==> src/mi_pkg.sv <==
// Shared types and constants for the modular inverse block.
// Used by mi_euclid and modular_inverse; depends on nothing else.
`default_nettype none

package mi_pkg;

  localparam int WIDTH   = 32;
  localparam int SHIFT_W = $clog2(WIDTH);

  localparam logic [1:0] STAT_OK     = 2'd0;
  localparam logic [1:0] STAT_NOINV  = 2'd1;
  localparam logic [1:0] STAT_BADMOD = 2'd2;

  typedef struct packed {
    logic [WIDTH-1:0] value;
    logic [WIDTH-1:0] modulus;
  } req_t;

  typedef struct packed {
    logic [WIDTH-1:0] inverse;
    logic [1:0]       status;
  } rsp_t;

  typedef enum logic [2:0] {
    ST_IDLE,
    ST_ALIGN,
    ST_SUB,
    ST_FIX,
    ST_NEG,
    ST_RESULT
  } state_t;

endpackage

`default_nettype wire

==> src/mi_euclid.sv <==
// Extended Euclidean sequencer built around one shared subtractor.
// Division steps are done by shift and subtract; depends on mi_pkg.
`default_nettype none

module mi_euclid (
  input  wire logic         clk,
  input  wire logic         rst,
  input  wire logic         start,
  input  wire mi_pkg::req_t req,
  input  wire logic         take,
  output logic              idle,
  output logic              done,
  output mi_pkg::rsp_t      rsp
);
  import mi_pkg::*;

  state_t state, state_next;

  logic [WIDTH-1:0]   rp, rp_next;
  logic [WIDTH-1:0]   rc, rc_next;
  logic [WIDTH-1:0]   up, up_next;
  logic [WIDTH-1:0]   uc, uc_next;
  logic [WIDTH-1:0]   m, m_next;
  logic [SHIFT_W-1:0] s, s_next;
  logic               pos, pos_next;
  logic [WIDTH-1:0]   inv, inv_next;
  logic [1:0]         st, st_next;

  logic [WIDTH+1:0] sub_a, sub_b, diff;
  logic             ge;
  logic [WIDTH-1:0] rem, unew;

  // The one subtractor; its operands depend on the current step.
  always_comb begin
    unique case (state)
      ST_ALIGN: begin
        sub_a = {2'b00, rp};
        sub_b = {1'b0, rc, 1'b0};
      end
      ST_FIX: begin
        sub_a = {2'b00, up};
        sub_b = {2'b00, m};
      end
      ST_NEG: begin
        sub_a = {2'b00, m};
        sub_b = {2'b00, up};
      end
      default: begin
        sub_a = {2'b00, rp};
        sub_b = {2'b00, rc};
      end
    endcase
  end

  assign diff = sub_a - sub_b;
  assign ge   = !diff[WIDTH+1];
  assign rem  = ge ? diff[WIDTH-1:0] : rp;
  assign unew = ge ? up + uc : up;

  always_comb begin
    state_next = state;
    unique case (state)
      ST_IDLE: begin
        if (start) begin
          if (req.modulus == '0 || req.modulus == WIDTH'(1)) begin
            state_next = ST_RESULT;
          end else begin
            state_next = ST_ALIGN;
          end
        end
      end
      ST_ALIGN: begin
        if (!ge) begin
          state_next = ST_SUB;
        end
      end
      ST_SUB: begin
        if (s == '0) begin
          if (rem == '0) begin
            state_next = (rc == WIDTH'(1)) ? ST_FIX : ST_RESULT;
          end else begin
            state_next = ST_ALIGN;
          end
        end
      end
      ST_FIX: state_next = ST_NEG;
      ST_NEG: state_next = ST_RESULT;
      ST_RESULT: begin
        if (take) begin
          state_next = ST_IDLE;
        end
      end
      default: state_next = ST_IDLE;
    endcase
  end

  always_comb begin
    rp_next  = rp;
    rc_next  = rc;
    up_next  = up;
    uc_next  = uc;
    m_next   = m;
    s_next   = s;
    pos_next = pos;
    inv_next = inv;
    st_next  = st;
    unique case (state)
      ST_IDLE: begin
        rp_next  = req.value;
        rc_next  = req.modulus;
        up_next  = WIDTH'(1);
        uc_next  = '0;
        m_next   = req.modulus;
        s_next   = '0;
        pos_next = 1'b0;
        inv_next = '0;
        st_next  = (req.modulus == '0) ? STAT_BADMOD : STAT_OK;
      end
      ST_ALIGN: begin
        if (ge) begin
          rc_next = {rc[WIDTH-2:0], 1'b0};
          uc_next = {uc[WIDTH-2:0], 1'b0};
          s_next  = s + SHIFT_W'(1);
        end
      end
      ST_SUB: begin
        if (s == '0) begin
          rp_next  = rc;
          rc_next  = rem;
          up_next  = uc;
          uc_next  = unew;
          pos_next = !pos;
          if (rem == '0 && rc != WIDTH'(1)) begin
            inv_next = '0;
            st_next  = STAT_NOINV;
          end
        end else begin
          rp_next = rem;
          up_next = unew;
          rc_next = {1'b0, rc[WIDTH-1:1]};
          uc_next = {1'b0, uc[WIDTH-1:1]};
          s_next  = s - SHIFT_W'(1);
        end
      end
      ST_FIX: begin
        if (ge) begin
          up_next = diff[WIDTH-1:0];
        end
      end
      ST_NEG: begin
        st_next = STAT_OK;
        if (!pos) begin
          inv_next = up;
        end else begin
          inv_next = (up == '0) ? '0 : diff[WIDTH-1:0];
        end
      end
      default: begin
      end
    endcase
  end

  always_comb begin
    idle        = (state == ST_IDLE);
    done        = (state == ST_RESULT);
    rsp.inverse = inv;
    rsp.status  = st;
  end

  always_ff @(posedge clk) begin
    if (rst) begin
      state <= ST_IDLE;
    end else begin
      state <= state_next;
    end
  end

  always_ff @(posedge clk) begin
    rp  <= rp_next;
    rc  <= rc_next;
    up  <= up_next;
    uc  <= uc_next;
    m   <= m_next;
    s   <= s_next;
    pos <= pos_next;
    inv <= inv_next;
    st  <= st_next;
  end

endmodule

`default_nettype wire

==> src/modular_inverse.sv <==
// Top level of the modular inverse block: request and response channels.
// Instantiates mi_euclid; depends on mi_pkg.
//
//   channel   direction   payload        handshake
//   req       in          mi_pkg::req_t  req_valid / req_stall
//   rsp       out         mi_pkg::rsp_t  rsp_valid / rsp_stall
//
// One request is worked on at a time; req_stall stays high until it is done.
// Each Euclidean division step shifts the divisor up into alignment, compares,
// then develops the quotient bits by shift and subtract. Setup, the final
// correction and the result state come on top of the division steps.
// The response sits in an output register, so a stall on rsp only holds the
// finished result. Reset is synchronous and clears the control state.
`default_nettype none

module modular_inverse (
  input  wire logic         clk,
  input  wire logic         rst,
  input  wire logic         req_valid,
  output logic              req_stall,
  input  wire mi_pkg::req_t req,
  output logic              rsp_valid,
  input  wire logic         rsp_stall,
  output mi_pkg::rsp_t      rsp
);
  import mi_pkg::*;

  logic core_idle;
  logic core_done;
  logic core_take;
  logic start;
  rsp_t core_rsp;

  assign req_stall = !core_idle;
  assign start     = req_valid && core_idle;
  assign core_take = core_done && (!rsp_valid || !rsp_stall);

  mi_euclid u_euclid (
    .clk  (clk),
    .rst  (rst),
    .start(start),
    .req  (req),
    .take (core_take),
    .idle (core_idle),
    .done (core_done),
    .rsp  (core_rsp)
  );

  always_ff @(posedge clk) begin
    if (rst) begin
      rsp_valid <= 1'b0;
    end else if (core_take) begin
      rsp_valid <= 1'b1;
    end else if (!rsp_stall) begin
      rsp_valid <= 1'b0;
    end
  end

  always_ff @(posedge clk) begin
    if (core_take) begin
      rsp <= core_rsp;
    end
  end

endmodule

`default_nettype wire

==> config.mk <==
export PLATFORM = sky130hd
export DESIGN_NAME = modular_inverse
export DESIGN_NICKNAME = d
export VERILOG_FILES = /design/src/mi_pkg.sv /design/src/mi_euclid.sv /design/src/modular_inverse.sv
export SDC_FILE = /design/constraint.sdc
export NUM_CORES = 1
export LEC_CHECK = 0
export ABC_AREA = 1
export BUFFER_PORTS_ARGS = -buffer_cell sky130_fd_sc_hd__buf_2
export CAP_MARGIN = 20
export CORE_MARGIN = 5
export CORE_UTILIZATION = 50
export DETAILED_ROUTE_END_ITERATION = 10
export PLACE_DENSITY = 0.64
export RECOVER_POWER = 50
export SLEW_MARGIN = 20
export SYNTH_ARGS = -nofsm -noshare
export SYNTH_HDL_FRONTEND = slang
export SYNTH_SLANG_ARGS = --single-unit
==> constraint.sdc <==
create_clock -name clk -period 14.8 [get_ports clk]
set_input_delay 0 -clock clk [delete_from_list [all_inputs] [get_ports clk]]
set_output_delay 0 -clock clk [all_outputs]
set_load 0.1 [all_outputs]
==> results of run 1 <==
## what timing repair did
action,in CTS,in global routing
resized for setup,0,0
hold buffers,67,0
hold endpoints to repair,100,0
## final timing paths
| check | start | depth (start not counted) | end | slack, ns |
|---|---|---|---|---|
| setup / recovery | u_euclid.state[0]$_SDFFE_PP0P_ | 28 | u_euclid.inv[9]$_SDFFCE_PP0P_ | 4.10 |
| hold / removal | req_valid | 4 | u_euclid.state[0]$_SDFFE_PP0P_ | 0.009 |
| setup reg to reg | u_euclid.state[0]$_SDFFE_PP0P_ | 28 | u_euclid.inv[9]$_SDFFCE_PP0P_ | 4.10 |
| hold reg to reg | u_euclid.inv[4]$_SDFFCE_PP0P_ | 0 | rsp[6]$_DFFE_PP_ | 0.42 |
## state kept, by name, indices dropped and copies added, names as in the netlist, 5 cells and up
register,flops
u_euclid.rp,32
u_euclid.uc,32
u_euclid.rc,32
u_euclid.inv,32
rsp,34
u_euclid.up,32
u_euclid.s,5
u_euclid.m,32
## area by class of cell
type,instances,share of cell area
multi-input cells,1596,0.442
flip-flops and latches,238,0.373
repair buffers,187,0.0651
inverters,239,0.0473
clock buffers,30,0.0361
well taps,448,0.0295
clock inverters,18,0.00651
## stage by stage
step | util | hold slack, ns | worst slack [ns]
2_1_floorplan | - | 0.0624 | 7.10
3_3_place_gp | 0.530 | 0.191 | 7.64
3_5_place_dp | 0.530 | 0.192 | 7.51
4_1_cts | 0.575 | 0.00172 | 7.47
5_1_grt | 0.572 | 0.0174 | 3.68
6_report | 0.572 | 0.00876 | 4.10
## layer usage
metal / part of all wire / routed length, um / vias to the layer above / global-route usage
li1: - / - / 7700 / -
met1: 0.41 / 26700 / 7852 / 0.461
met2: 0.44 / 28700 / 905 / 0.547
met3: 0.092 / 5960 / 182 / 0.0583
met4: 0.054 / 3480 / 0 / 0.147
met5: 0 / 0 / - / 0
## cells in the final DEF (no fill, tap or decap), drive strengths merged, types with 3 or more instances in the layout
master,synthesis,final
nand3b,23,23
nand2,784,784
a21o,3,3
o21bai,3,3
o22ai,40,40
o211ai,64,64
inv,237,238
nor2,118,118
xnor2,23,23
o21a,25,25
o21ai,102,102
nor4,24,24
nor3,10,10
ha,66,66
a21oi,70,70
dfxtp,4,4
nand4,36,36
a22oi,23,23
fa,3,3
nand3,84,84
edfxtp,234,234
clkbuf,72,101
o2111ai,29,29
buf,17,49
dlygate4sd3,0,67
a31oi,5,5
clkinv,2,15
and2,9,9
or2,3,3
xor2,13,13
clkinvlp,0,3
o221ai,25,25
## cells in the mapped netlist (24+ instances only)
master | n | area share
ha_1 | 66 | 0.049
edfxtp_1 | 234 | 0.42
o21ai_0 | 97 | 0.029
nor2_1 | 108 | 0.024
o22ai_1 | 40 | 0.015
nand2_1 | 776 | 0.17
inv_1 | 230 | 0.052
nand4_1 | 36 | 0.013
clkbuf_1 | 72 | 0.016
nor4_1 | 24 | 0.0090
o21a_1 | 25 | 0.011
o221ai_1 | 25 | 0.013
a21oi_1 | 68 | 0.020
nand3_1 | 83 | 0.025
o2111ai_1 | 29 | 0.015
o211ai_1 | 64 | 0.029
## worst register-to-register path, delay by kind of cell (launching register included)
family | cells | cell delay [ns]
and+or+nand+nor | 18 | 4.85
adders and majority gates | 1 | 0.38
AOI/OAI and AO/OA | 3 | 1.27
buffers and inverters | 6 | 3.42
DFF | 1 | 0.41
## logic make-up (layout without fill, tap and decap cells)
logic type               count (synthesis)  in the layout  share of synthesized area
AO/OA/AOI/OAI                          398            398                      0.155
XOR/XNOR                                36             36                     0.0188
adder cells (fa/ha/maj)                 69             69                     0.0529
buffers and inverters                  328            474                     0.0765
flip-flops                             238            238                      0.424
AND/OR/NAND/NOR                       1093           1093                      0.273
==> run_results.csv, run 1 <==
group,metric,value,unit
worst_setup_path,crit_top_cell,"nand2_1",
worst_setup_path,endpoint_kind,"flip-flop",
cts,cts_setup_buffers,0,
floorplanning,die_x,193,um
timing,relSlewSlack,-0.952,
synthesis,ys_seq_area_frac,0.424,
worst_setup_path,critical-path-top-delay-family,"simple AND/OR/NAND/NOR gates",
detailed_routing,drc,0,
grt,grt_max_degree,81,
timing,rsz0062_at_grt,"false",
cts,clkTransAtPathRegs,0.06,ns
placement,hpwl,47.2,mm
cts,cts_made_buffers,27,
detailed_routing,wl_per_cell,23.5,um
detailed_routing,dr.pass1.iters,6,
finish,drive_above_1_share,0.0542,
cts,clockRootBuffer,"clkbuf_16",
synthesis,synth.avg_cell_area,7.75,um^2
timing,slew_viol_final,259,
grt,grt_pass1_vias,15800,
synthesis,netlist_area,16800,um^2
timing,tns,0,ns
worst_setup_path,critPathMaxFanout,70,
synthesis,ys.flop_type,"edfxtp_1",
timing,finalCriticalPeriod,10.70,ns
cts,tritoncts,"done",
floorplanning,rows,67,
cts,clk_path_buf_depth,3,
detailed_routing,drt-vias-per-instance,6.04,
status,violations,"max-capacitance violations, max-slew violations",
synthesis,ys_warn_count,0,
finish,n_fill_cell,3182,
finish,fin_area,19000,um^2
placement,dp_cells,2640,
finish,multi_input_area,8420,um^2
timing,hold_viol,0,
synthesis,synth-seq-cells,238,
timing,finalCritPeriodShare,0.723,
worst_setup_path,cp.required,14.98,ns
grt,antenna_found_initial,0,
grt,grt_pass1_wl,96.3,mm
floorplanning,num_io_pins,104,
floorplanning,die_h,193,um
finish,seq_area,7110,um^2
detailed_routing,finalWirelength,64.8,mm
placement,placed_cell_area,17700,um^2
cts,h-tree-depth,1,
worst_setup_path,critical_path_class,"reg2reg",
synthesis,synthArstFlopShare,0,
flow_run,cap_violations,6,
synthesis,synth.distinct_cells,55,
placement,port_buffers,103,
synthesis,postSynthCellCount,2162,
timing,max_freq,0.0935,GHz
synthesis,synth_edf_count,234,
cts,cts_sinks,238,
finish,stdcell_count,2756,
floorplanning,dieArea,37300,um^2
worst_setup_path,cp.buffers_inverters,6,
detailed_routing,drt_iter0_markers,2075,
detailed_routing,ant_nets,0,
timing,setup_viol_count_final,0,
finish,areaGrowthSynthToFinish,13.6,%
grt,track_usage,0.342,
worst_setup_path,arrival,10.88,ns
floorplanning,initial_core_util,0.504,
floorplanning,core-area,33300,um^2
status,status,"finished with violations",
timing,fin_skew,0.0317,ns
cts,insertion_delay,0.56,ns
finish,fin_nets,2426,
grt,overflow,0,
worst_hold_path,min_path_type,"in2reg",
worst_setup_path,startpoint_type,"flip-flop",
finish,diodes,0,
detailed_routing,via_count,16600,
placement,gp_congestion,1.00,
timing,worst_pin_slew,2.93,ns
worst_setup_path,max_stage_delay,1.79,ns
worst_setup_path,crit_path_top_delay_cell,"clkbuf_1",
synthesis,synth_fp_nets,2299,
Power of run 1 is left out: the tool's default activity adds up to more than one toggle a clock period on the data nets, which glitch-free logic cannot reach.
==> run 2, diff against run 1 <==
- clock period: 14.8 -> 10.02 ns (I/O delays scaled with it)
==> run 2 against run 1 <==
  * The run still ends with max-capacitance violations, max-slew violations left
  * Die area unchanged
  * Maximum frequency is 38% higher
  * Cell area increased by 1.2%
  * Via count increased by 0.26%
  * Worst setup slack lost 1.8 ns
  * Final cell count rose by 0.18%
  * Core utilization increased by 0.69 points
  * Sequential share of layout area fell by 0.45 points
  * Routed wire length rose by 1.2%
  * Register-to-register slack worse by 1.8 ns
  * Global-route usage is 0.35 points higher
==> run_results.csv, run 2 (same netlist as run 1, synthesis figures left out) <==
group,metric,value,unit
floorplanning,core-area,33300,um^2
timing,relSlewSlack,-0.967,
grt,track_usage,0.345,
worst_hold_path,min_path_type,"in2reg",
grt,grt_max_degree,81,
finish,seq_area,7110,um^2
timing,setup_viol_count_final,0,
timing,hold_viol,0,
finish,multi_input_area,8420,um^2
worst_setup_path,r2r_end,"u_euclid.inv[16]$_SDFFCE_PP0P_",
finish,fin_nets,2428,
cts,cts_sinks,238,
floorplanning,die_x,193,um
floorplanning,rows,67,
detailed_routing,finalWirelength,65.6,mm
timing,finalCriticalPeriod,7.77,ns
cts,clkTransAtPathRegs,0.06,ns
cts,cts_resized,0,
worst_hold_path,worstHoldStart,"req[2]",
timing,slew_viol_final,239,
placement,gp_congestion,1.00,
detailed_routing,ant_nets,0,
finish,n_fill_cell,3097,
grt,grt_pass1_wl,97.2,mm
finish,largest_reg_flops,34,
cts,tritoncts,"done",
cts,clk_path_buf_depth,3,
timing,tns,0,ns
status,status,"finished with violations",
placement,port_buffers,103,
cts,cts_made_buffers,27,
detailed_routing,wl_per_cell,23.8,um
detailed_routing,via_count,16700,
floorplanning,dieArea,37300,um^2
cts,insertion_delay,0.58,ns
grt,overflow,0,
detailed_routing,drt_iter0_markers,2054,
finish,final_common_cell,"nand2_1",
detailed_routing,drt-vias-per-instance,6.04,
finish,areaGrowthSynthToFinish,14.9,%
timing,rsz0062_at_grt,"false",
finish,final_cell_mix,"nand2_1, edfxtp_1, inv_1",
worst_setup_path,cp.required,10.24,ns
status,violations,"max-capacitance violations, max-slew violations",
floorplanning,die_h,193,um
detailed_routing,drc,0,
timing,max_freq,0.129,GHz
worst_setup_path,arrival,7.98,ns
cts,clockRootBuffer,"clkbuf_16",
finish,top_register,"rsp",
detailed_routing,dr.pass1.iters,6,
worst_setup_path,reg2reg_depth,26,
grt,antenna_found_initial,4,
placement,hpwl,47.6,mm
floorplanning,num_io_pins,104,
finish,final_util,0.579,
timing,worst_pin_slew,2.95,ns
worst_setup_path,startpoint_type,"flip-flop",
flow_run,cap_violations,7,
grt,grt_pass1_vias,15800,
timing,fin_skew,0.0176,ns
worst_hold_path,hold_path_end,"u_euclid.m[2]$_DFFE_PP_",
worst_setup_path,critical_path_class,"reg2reg",
timing,finalCritPeriodShare,0.775,
worst_setup_path,endpoint_kind,"flip-flop",
worst_setup_path,r2r_slack,2.25,ns
worst_setup_path,r2r_start,"u_euclid.state[0]$_SDFFE_PP0P_",
floorplanning,initial_core_util,0.504,
finish,drive_above_1_share,0.0580,
cts,h-tree-depth,1,
worst_setup_path,critPathMaxFanout,70,
worst_hold_path,holdPathStages,2,
[run 2: changes by cell type in the layout (fill, tap and decap cells not counted), moves of 2 or more]
cell and delta:
bufinv_16 +6, clkinv_2 -3, clkinv_1 -6, clkinv_4 +4
nor2_1 +2, nand2_1 -2
[run 2: cell type report]
cell class,instances,area share
timing repair buffer,189,0.0657
tap,448,0.0291
antenna,1,0.000130
sequential,238,0.369
clock buffer,29,0.0355
inverter,239,0.0467
clock inverter,21,0.0171
multi-input combinational,1596,0.437
[run 2: how the worst max path moves through the flow]
| stage | from | endpoint |
|---|---|---|
| floorplan | u_euclid.state[0]$_SDFFE_PP0P_ | u_euclid.inv[0]$_SDFFCE_PP0P_ |
| global placement | u_euclid.state[0]$_SDFFE_PP0P_ | u_euclid.inv[12]$_SDFFCE_PP0P_ |
| detailed placement | u_euclid.state[0]$_SDFFE_PP0P_ | u_euclid.inv[18]$_SDFFCE_PP0P_ |
| CTS | u_euclid.state[0]$_SDFFE_PP0P_ | u_euclid.inv[20]$_SDFFCE_PP0P_ |
| global route | u_euclid.state[0]$_SDFFE_PP0P_ | u_euclid.inv[16]$_SDFFCE_PP0P_ |
| finish | u_euclid.state[0]$_SDFFE_PP0P_ | u_euclid.inv[16]$_SDFFCE_PP0P_ |
[run 2: routing by layer]
layer	part of all wire	up-vias	global-route usage
met5	0	-	0
met4	0.064	0	0.173
met3	0.087	189	0.0456
met2	0.44	970	0.550
met1	0.41	7825	0.467
li1	-	7698	-
[run 2: per-stage QoR]
step	hold WS [ns]	instance area (um^2)	setup WS (ns)	instances
4_1_cts	0.133	19400	2.85	2759
3_3_place_gp	0.192	17700	3.02	2640
5_1_grt	0.143	19300	1.79	2760
3_5_place_dp	0.195	17700	2.87	2641
6_report	0.148	19300	2.25	2761
2_1_floorplan	0.0624	16800	2.32	2162
[run 2: critical path: stages, from the launching register on]
cell and delay, ns:
dfxtp_1 0.38, nor2_1 0.36, nand2_1 0.59, inv_1 1.01, buf_4 0.48, nand2_1 0.13, nand4_1 0.10, o21ai_0 0.10
ha_1 0.39, nand2_1 0.09, nand2_1 0.07, inv_1 0.06, nand2_1 0.07, a21oi_1 0.21, nor2_1 0.10, nor2_4 0.61
nand2_8 0.44, inv_4 0.54, nand2_1 0.12, nand2_1 0.15, nand2_1 0.08, nor2_1 0.19, nand2_1 0.11, nor2_2 0.14
nand3_1 0.12, a211oi_4 0.21, buf_4 0.43
[run 2: timing repair]
item	CTS	global route
hold buffers	68	0
setup buffers	0	0
hold endpoints to repair	100	0
Power of run 2 is left out for the same reason.
